## src/smie_pkg.sv

```systemverilog
// Shared constants for the square-root market impact estimator.
// Stage counts, bucket thresholds and decimal scaling constants.
// No dependencies.
package smie_pkg;

  localparam int DIV_STAGES  = 32;
  localparam int SQRT_STAGES = 20;
  localparam int DEC_STAGES  = 24;

  typedef logic [6:0] coef_t;

  localparam logic [31:0] BKT_T1 = 32'd1000000;
  localparam logic [31:0] BKT_T2 = 32'd200000;
  localparam logic [31:0] BKT_T3 = 32'd50000;
  localparam logic [31:0] BKT_T4 = 32'd20000;

  localparam coef_t K_B1 = 7'd10;
  localparam coef_t K_B2 = 7'd20;
  localparam coef_t K_B3 = 7'd40;
  localparam coef_t K_B4 = 7'd60;
  localparam coef_t K_B5 = 7'd80;

  localparam logic [16:0] DEC_BASE = 17'd10000;

  localparam logic [7:0] REG_MIN_ADV  = 8'd0;
  localparam logic [7:0] REG_MIN_PART = 8'd1;
  localparam logic [7:0] REG_MAX_PART = 8'd2;

endpackage

```

## src/smie_sqrt.sv

```systemverilog
// Pipelined integer square root, one root bit per stage.
// Takes the 40-bit scaled participation; uses smie_pkg.
module smie_sqrt import smie_pkg::*; #(
  parameter int SIDE_W = 1
) (
  input  logic              clk,
  input  logic              rst,
  input  logic              en,
  input  logic              in_valid,
  input  logic [39:0]       in_value,
  input  logic [SIDE_W-1:0] in_side,
  output logic              out_valid,
  output logic [19:0]       out_root,
  output logic [SIDE_W-1:0] out_side
);

  logic              vld  [SQRT_STAGES+1];
  logic [39:0]       val  [SQRT_STAGES+1];
  logic [20:0]       rem  [SQRT_STAGES+1];
  logic [19:0]       root [SQRT_STAGES+1];
  logic [SIDE_W-1:0] side [SQRT_STAGES+1];

  assign vld[0]  = in_valid;
  assign val[0]  = in_value;
  assign rem[0]  = 21'd0;
  assign root[0] = 20'd0;
  assign side[0] = in_side;

  for (genvar g = 0; g < SQRT_STAGES; g++) begin : g_stage
    logic [22:0] acc;
    logic [22:0] trial;
    logic        take;

    assign acc   = {rem[g], val[g][39:38]};
    assign trial = {1'b0, root[g], 2'b01};
    assign take  = acc >= trial;

    always_ff @(posedge clk) begin
      if (rst) begin
        vld[g+1] <= 1'b0;
      end else if (en) begin
        vld[g+1] <= vld[g];
      end
    end

    always_ff @(posedge clk) begin
      if (en) begin
        rem[g+1]  <= take ? 21'(acc - trial) : acc[20:0];
        root[g+1] <= {root[g][18:0], take};
        val[g+1]  <= {val[g][37:0], 2'b00};
        side[g+1] <= side[g];
      end
    end
  end

  assign out_valid = vld[SQRT_STAGES];
  assign out_root  = root[SQRT_STAGES];
  assign out_side  = side[SQRT_STAGES];

endmodule

```

## config.mk

```make
export PLATFORM = sky130hd
export DESIGN_NAME = smie_sqrt
export DESIGN_NICKNAME = d
export VERILOG_FILES = /design/src/smie_pkg.sv /design/src/smie_sqrt.sv
export SDC_FILE = /design/constraint.sdc
export NUM_CORES = 1
export LEC_CHECK = 0
export ABC_AREA = 0
export BUFFER_PORTS_ARGS = -buffer_cell sky130_fd_sc_hd__clkbuf_2
export CORE_ASPECT_RATIO = 1.25
export CORE_MARGIN = 1.5
export CORE_UTILIZATION = 63
export CTS_CLUSTER_DIAMETER = 120
export DETAILED_ROUTE_END_ITERATION = 16
export PLACE_DENSITY_LB_ADDON = 0.25
export SLEW_MARGIN = 20
export SYNTH_ARGS = -nofsm -noshare
export SYNTH_HDL_FRONTEND = slang
export SYNTH_SLANG_ARGS = --single-unit
```

## constraint.sdc

```tcl
create_clock -name clk -period 3.4 [get_ports clk]
set_clock_uncertainty 0.05 [all_clocks]
set_input_delay 0.51 -clock clk [delete_from_list [all_inputs] [get_ports clk]]
set_output_delay 0.51 -clock clk [all_outputs]
set_load 0.05 [all_outputs]
```

==> qor.yml, run 1 <==
timing:
  fmax_ghz: 0.319
  worst_slack_ns: 0.260
  drv_slew: 0
  tightest_slew_ns: 0.775
  final-hold-violation-count: 0
  setup_tns_ns: 0
  rsz0062_at_grt: "no"
  fin_crit_ns: 3.14
  slew_headroom_pct: 47.9
  setup_violations: 0
  post-route-period-util_pct: 92.3
clocking:
  worstSkewPairLatency_ns: 0.68
  postCtsHoldBufs: 40
  root_buffer: "clkbuf_16"
  cts_made_buffers: 95
  cts_resized: 0
  cts_setup_buffers: 0
  h-tree-depth: 3
  cts.sinks: 1003
  path_clk_slew_ns: 0.06
  cts_tree: "built"
  clockBufferDepth: 3
logic_synthesis:
  async_flop_share_pct: 0
  synth_cell_type_count: 78
  avgSynthCellArea_sq_um: 13.1
  yosysMostFrequentCell: "edfxtp_1"
  synth.yosys.seq_area_share_pct: 65.1
  syn-instance-count: 3500
  synth_warnings: 0
  synthTopCellsByCount: "edfxtp_1 (983), inv_1 (282), nor2_1 (245)"
  synth_edf_count: 983
  synth_nets: 3776
  synth_area_leaders: "edfxtp_1 (64%), ha_1 (6.3%), xor2_1 (2.7%)"
  synth_top_cell_by_area: "edfxtp_1"
  netlist_area_sq_um: 46000
  synth_seq_cells: 1003
  synthFlopType: "edfxtp_1"
  synth_top_area_share_pct: 64.2
critical_path:
  path_depth: 9
  cp.arrival_ns: 3.52
  critPathKind: "reg -> reg"
  r2r.worst_path.cells: 9
  crit_path_end_kind: "flop"
  critPathMaxFanout: 5
  cpLargestDelayFamily: "simple AND/OR/NAND/NOR gates"
  cp-start-kind: "flop"
  crit_chain: "ha_1 -> and3_1 -> a221oi_1 -> buf_4 -> nor2_1 -> nor3b_1 -> nand3_1 -> a311oi_1 -> mux2_2"
  r2r-start: "g_stage[17].acc[7]$_DFFE_PP_"
  critPathLaunch: "g_stage[17].acc[7]$_DFFE_PP_"
  cpMaxStageDelayCell: "nor3b_1"
  worst_ep_required_time_ns: 3.78
  cp_num_buf_inv: 1
  critical-path-max-stage-delay_ns: 0.46
grt:
  grt-ovfl-total: 0
  antenna_found_initial: 0
  grt_use_total_pct: 24.1
  grt_max_degree: 109
  grt_pass1_wl_um: 143000
  grt_pass1_vias: 28300
layout:
  fin_cells: 4742
  drive_gt1_share_pct: 9.34
  area_growth_pct: 12.5
  diodes: 0
  fin_util_pct: 71.7
  num-nets-final: 3985
floorplan:
  die_area_sq_um: 74600
  core-area_sq_um: 72100
  io_pins: 67
  die-height_um: 305
  die_x_um: 245
  initial_core_util_pct: 63.7
  num_rows: 110
drt:
  wl_per_cell_um: 18.7
  top_layer: "met4"
  met1Wirelength_um: 35900
  drt.antenna.violating_nets: 0
  wl_met2_um: 45600
  drt-initial-drc-count: 1988
  avgViaCountPerCell: 5.88
  dr.pass1.iters: 6
  routed_wl_um: 88600
  drc_errors: 0
  dr_wl_met3_um: 3990
  dr_total_vias: 27900
power:
  p_per_area_nw_per_um2: 629
  p_leak_nw: 20.0
  vdd_drop_max_mv: 0.760
placed_design:
  numPortBuffers: 66
  dpl.hpwl_um: 61900
  place_congestion: 0.925
  dp_worst_setup_slack_ns: 0.306
  place_inst: 4524
worst_hold_path:
  hold_class: "in -> reg"
  hold_path_depth: 2
  worstHoldStart: "in_value[39]"
outcome:
  status: "complete, no violations"
job:
  cap_violations: 0
==> layer usage <==
metal	vias up	GRT usage, %
li1	13400	-
met1	13500	29.7
met2	764	42.4
met3	211	3.29
met4	0	10.2
met5	-	0
==> worst paths after layout <==
check                                  endpoint  slack [ns]
setup / recovery  g_stage[18].acc[22]$_DFFE_PP_        0.26
hold / removal    g_stage[1].trial[2]$_DFFE_PP_        0.08
setup reg to reg  g_stage[18].acc[22]$_DFFE_PP_        0.26
hold reg to reg     g_stage[8].acc[1]$_DFFE_PP_        0.35
==> cell type report <==
type                    instances  area (sq um)
clock inverters                59           801
clock buffers                 119          2520
well taps                     952          1190
multi-input cells            2154         14800
fillers                      4708         20400
repair buffers                172          1460
flip-flops and latches       1003         29900
inverters                     283          1060
==> metrics by stage <==
step	cell area (sq um)	hold WS, ns	total power [mW]
after floorplan	46000	0.350	19.9
after global placement	48000	0.350	21.4
after detailed placement	48000	0.355	21.7
after CTS	51700	0.0313	32.7
after global routing	51700	0.0641	34.0
final	51700	0.0775	32.5
==> cell families after synthesis <==
group,after synthesis,share of synthesized area (%)
adders and majority gates,231,6.29
other,1,0.00816
AOI/OAI and AO/OA,674,9.12
DFF,1003,65.1
muxes,70,1.64
xor gates and xnor gates,282,5.37
and+or+nand+nor,896,9.66
buffers and inverters,343,2.81
==> power by group <==
part           switching, mW  internal [mW]  total, mW
combinational           3.10           2.30       5.40
sequential             0.844           15.3       16.1
clock                   4.66           6.35       11.0
==> flip-flops by register name, indices dropped and copies added, names as in the netlist <==
name / cells
out_side: 1
val: 342
vld: 19
side: 19
g_stage.acc: 411
g_stage.trial: 190
out_root: 20
out_valid: 1
==> layout by cell type, fill, tap and decap left out, drive strengths merged, types with 13 or more instances in the layout <==
cell,count
o21bai,15
and3,25
nor3,77
o31ai,25
buf,67
dfxtp,20
clkinv,32
a211oi,13
nor2b,25
clkbuf,184
inv,289
or4,23
nand4,40
xnor2,140
nor2,246
o21ai,151
o21a,57
dlygate4sd3,40
ha,231
or3,49
o211ai,14
mux2i,29
nand2,206
mux2,41
nand2b,39
edfxtp,983
nor4,53
a21oi,232
bufinv,13
xor2,142
a21o,63
nand3,55
a31oi,14
(Power assumes the default switching activity.)
==> run 2: changes to the inputs <==
==> constraint.sdc (replaced) <==
create_clock -name clk -period 3.3 [get_ports clk]
set_clock_uncertainty 0.05 [all_clocks]
set_input_delay 0.165 -clock clk [delete_from_list [all_inputs] [get_ports clk]]
set_output_delay 0.165 -clock clk [all_outputs]
set_load 0.05 [all_outputs]
==> run 2 against run 1 <==
Setup slack lost 0.082 ns. Hold slack gained 0.087 ns. Utilization shrank 0.099 points. Critical path depth is the same. Register-to-register slack lost 0.08 ns. Wire length grew 0.95%. Clock power is essentially flat. First-iteration DRC count shrank 10%. Non-clock buffer count grew 5. Sequential share of layout area grew 0.080 points. Count of clock-buffer cells in the layout shrank 7.
==> qor.yml, run 2 (same netlist as run 1, synthesis figures left out) <==
outcome:
  status: "complete, no violations"
power:
  vdd_drop_max_mv: 0.577  # -24%
  p_leak_nw: 20.0  # about the same
  p_per_area_nw_per_um2: 645  # +2.5%
grt:
  grt_pass1_wl_um: 144000  # +0.61%
  antenna_found_initial: 0  # unchanged
  grt_use_total_pct: 24.2  # +0.13 points
  grt_pass1_vias: 28000  # -1.2%
  grt-ovfl-total: 0  # unchanged
  grt_max_degree: 105  # -3.7%
clocking:
  root_buffer: "clkbuf_16"
  path_clk_slew_ns: 0.07  # about the same
  clockBufferDepth: 3  # unchanged
  cts.sinks: 1003  # unchanged
  cts_tree: "built"
  h-tree-depth: 3  # unchanged
  worstSkewPairLatency_ns: 0.67  # about the same
  cts_made_buffers: 95  # unchanged
  cts_setup_buffers: 0  # unchanged
critical_path:
  critPathLaunch: "g_stage[17].acc[7]$_DFFE_PP_"
  r2r-end: "g_stage[18].acc[22]$_DFFE_PP_"
  critPathMaxFanout: 5  # unchanged
  worst_ep_required_time_ns: 3.66  # -0.12 ns
  cp-endpoint: "g_stage[18].acc[22]$_DFFE_PP_"
  r2r.worst_path.cells: 9  # unchanged
  crit_path_end_kind: "flop"
  ff2ff_setup_slack_ns: 0.18  # -0.08 ns
  r2r-start: "g_stage[17].acc[7]$_DFFE_PP_"
  cp-start-kind: "flop"
  critPathKind: "reg -> reg"
  cp.arrival_ns: 3.48  # -0.04 ns
layout:
  layout_common_cells: "edfxtp_1 (983), inv_1 (282), nor2_1 (245), a21oi_1 (232), ha_1 (231)"
  area_growth_pct: 12.4
  diodes: 0  # unchanged
  drive_gt1_share_pct: 9.40  # +0.064 points
  fill_cells: 4695  # -0.28%
  fin_util_pct: 71.6  # -0.099 points
  fin_cells: 4748  # +0.13%
  num-nets-final: 3990  # +0.13%
  largest_register_ffs: 411  # unchanged
  final_common_cell: "edfxtp_1"
drt:
  routed_wl_um: 89400  # +0.95%
  drt-initial-drc-count: 1789  # -10%
  dr.pass1.iters: 5  # -1
  wl_per_cell_um: 18.8  # +0.83%
  dr_total_vias: 27900  # -0.032%
  drt.antenna.violating_nets: 0  # unchanged
  avgViaCountPerCell: 5.87  # -0.16%
  drc_errors: 0  # unchanged
timing:
  tightest_slew_ns: 0.830  # +0.0549 ns
  slew_headroom_pct: 44.5  # -3.5 points
  fmax_ghz: 0.320  # +0.58%
  fin_crit_ns: 3.12  # -0.0180 ns
  setup_violations: 0  # unchanged
  worst_slack_ns: 0.178  # -0.0820 ns
  rsz0062_at_grt: "no"
  whs_ns: 0.164  # +0.0867 ns
  post-route-period-util_pct: 94.6  # +2.3 points
  final-hold-violation-count: 0  # unchanged
  setup_tns_ns: 0  # unchanged
  drv_slew: 0  # unchanged
placed_design:
  numPortBuffers: 66  # unchanged
  dp_worst_setup_slack_ns: 0.246  # -0.0601 ns
  dpl.hpwl_um: 61800  # -0.13%
  place_inst: 4523  # -0.022%
  place_congestion: 0.913  # -1.2%
worst_hold_path:
  hold_class: "in -> reg"
  hold_path_depth: 2  # unchanged
floorplan:
  core-area_sq_um: 72100  # unchanged
  num_rows: 110  # unchanged
  die_x_um: 245  # unchanged
  initial_core_util_pct: 63.7  # unchanged
  die_area_sq_um: 74600  # unchanged
  die-height_um: 305  # unchanged
  io_pins: 67  # unchanged
job:
  cap_violations: 0  # unchanged
run 2: cell types whose count changed in the layout (fill, tap and decap cells not counted), moves of 3 or more:
| cell | change |
|---|---|
| clkbuf_1 | -8 |
| clkinv_2 | +8 |
| clkinv_1 | +6 |
| dlygate4sd3_1 | +6 |
| clkinvlp_4 | -5 |
| clkinv_16 | -4 |
| buf_12 | -3 |
| inv_6 | +3 |
run 2: metrics by stage:
step | instance area (sq um) | power, mW
2_1_floorplan | 46000 | 20.5
3_3_place_gp | 47900 | 22.1
3_5_place_dp | 48000 | 22.3
4_1_cts | 51600 | 33.5
5_1_grt | 51600 | 34.8
6_report | 51600 | 33.3
run 2: how the worst min path moves through the flow:
stage                  from                           to  slack, ns
6_report       in_value[13]           val[775]$_DFFE_PP_       0.16
3_3_place_gp    in_value[1]           val[763]$_DFFE_PP_       0.29
4_1_cts        in_value[20]           val[782]$_DFFE_PP_       0.12
2_1_floorplan  in_value[36]  g_stage[1].acc[0]$_DFFE_PP_       0.21
3_5_place_dp   in_value[18]           val[780]$_DFFE_PP_       0.29
5_1_grt        in_value[36]  g_stage[1].acc[0]$_DFFE_PP_       0.14
run 2: worst max-delay path, cell delays in order, from the launching register on:
cell and delay, ns:
edfxtp_1 0.41, ha_1 0.38, and3_1 0.25, a221oi_1 0.29
buf_4 0.19, nor2_1 0.05, nor3b_1 0.41, nand3_1 0.13
a311oi_1 0.33, mux2_2 0.37
run 2: area by class of cell:
cell class	count	area [sq um]	share of cell area, %
Timing Repair Buffer	177	1480	2.86
Multi-Input combinational cell	2154	14800	28.6
Clock inverter	67	691	1.34
Inverter	283	1060	2.06
Sequential cell	1003	29900	57.9
Clock buffer	112	2520	4.89
Tap cell	952	1190	2.31
run 2: per-layer routing:
layer | global-route usage, % | wire length (um) | up-vias
met5 | 0 | 0 | -
met4 | 8.05 | 2470 | 0
met3 | 3.50 | 3940 | 180
met2 | 43.6 | 47100 | 763
met1 | 29.7 | 35900 | 13500
li1 | - | - | 13400
run 2: report_power, final:
| group | internal [mW] | switching (mW) |
|---|---|---|
| logic | 2.38 | 3.17 |
| registers | 15.8 | 0.880 |
| clock network | 6.39 | 4.74 |
| total | 24.5 | 8.79 |
run 2: repair_timing:
| item | in CTS | in global routing |
|---|---|---|
| gates resized for setup | 0 | 1 |
| hold buffers | 46 | 0 |
| hold endpoints to repair | 101 | 0 |
| endpoints found under the setup margin | 0 | 1 |
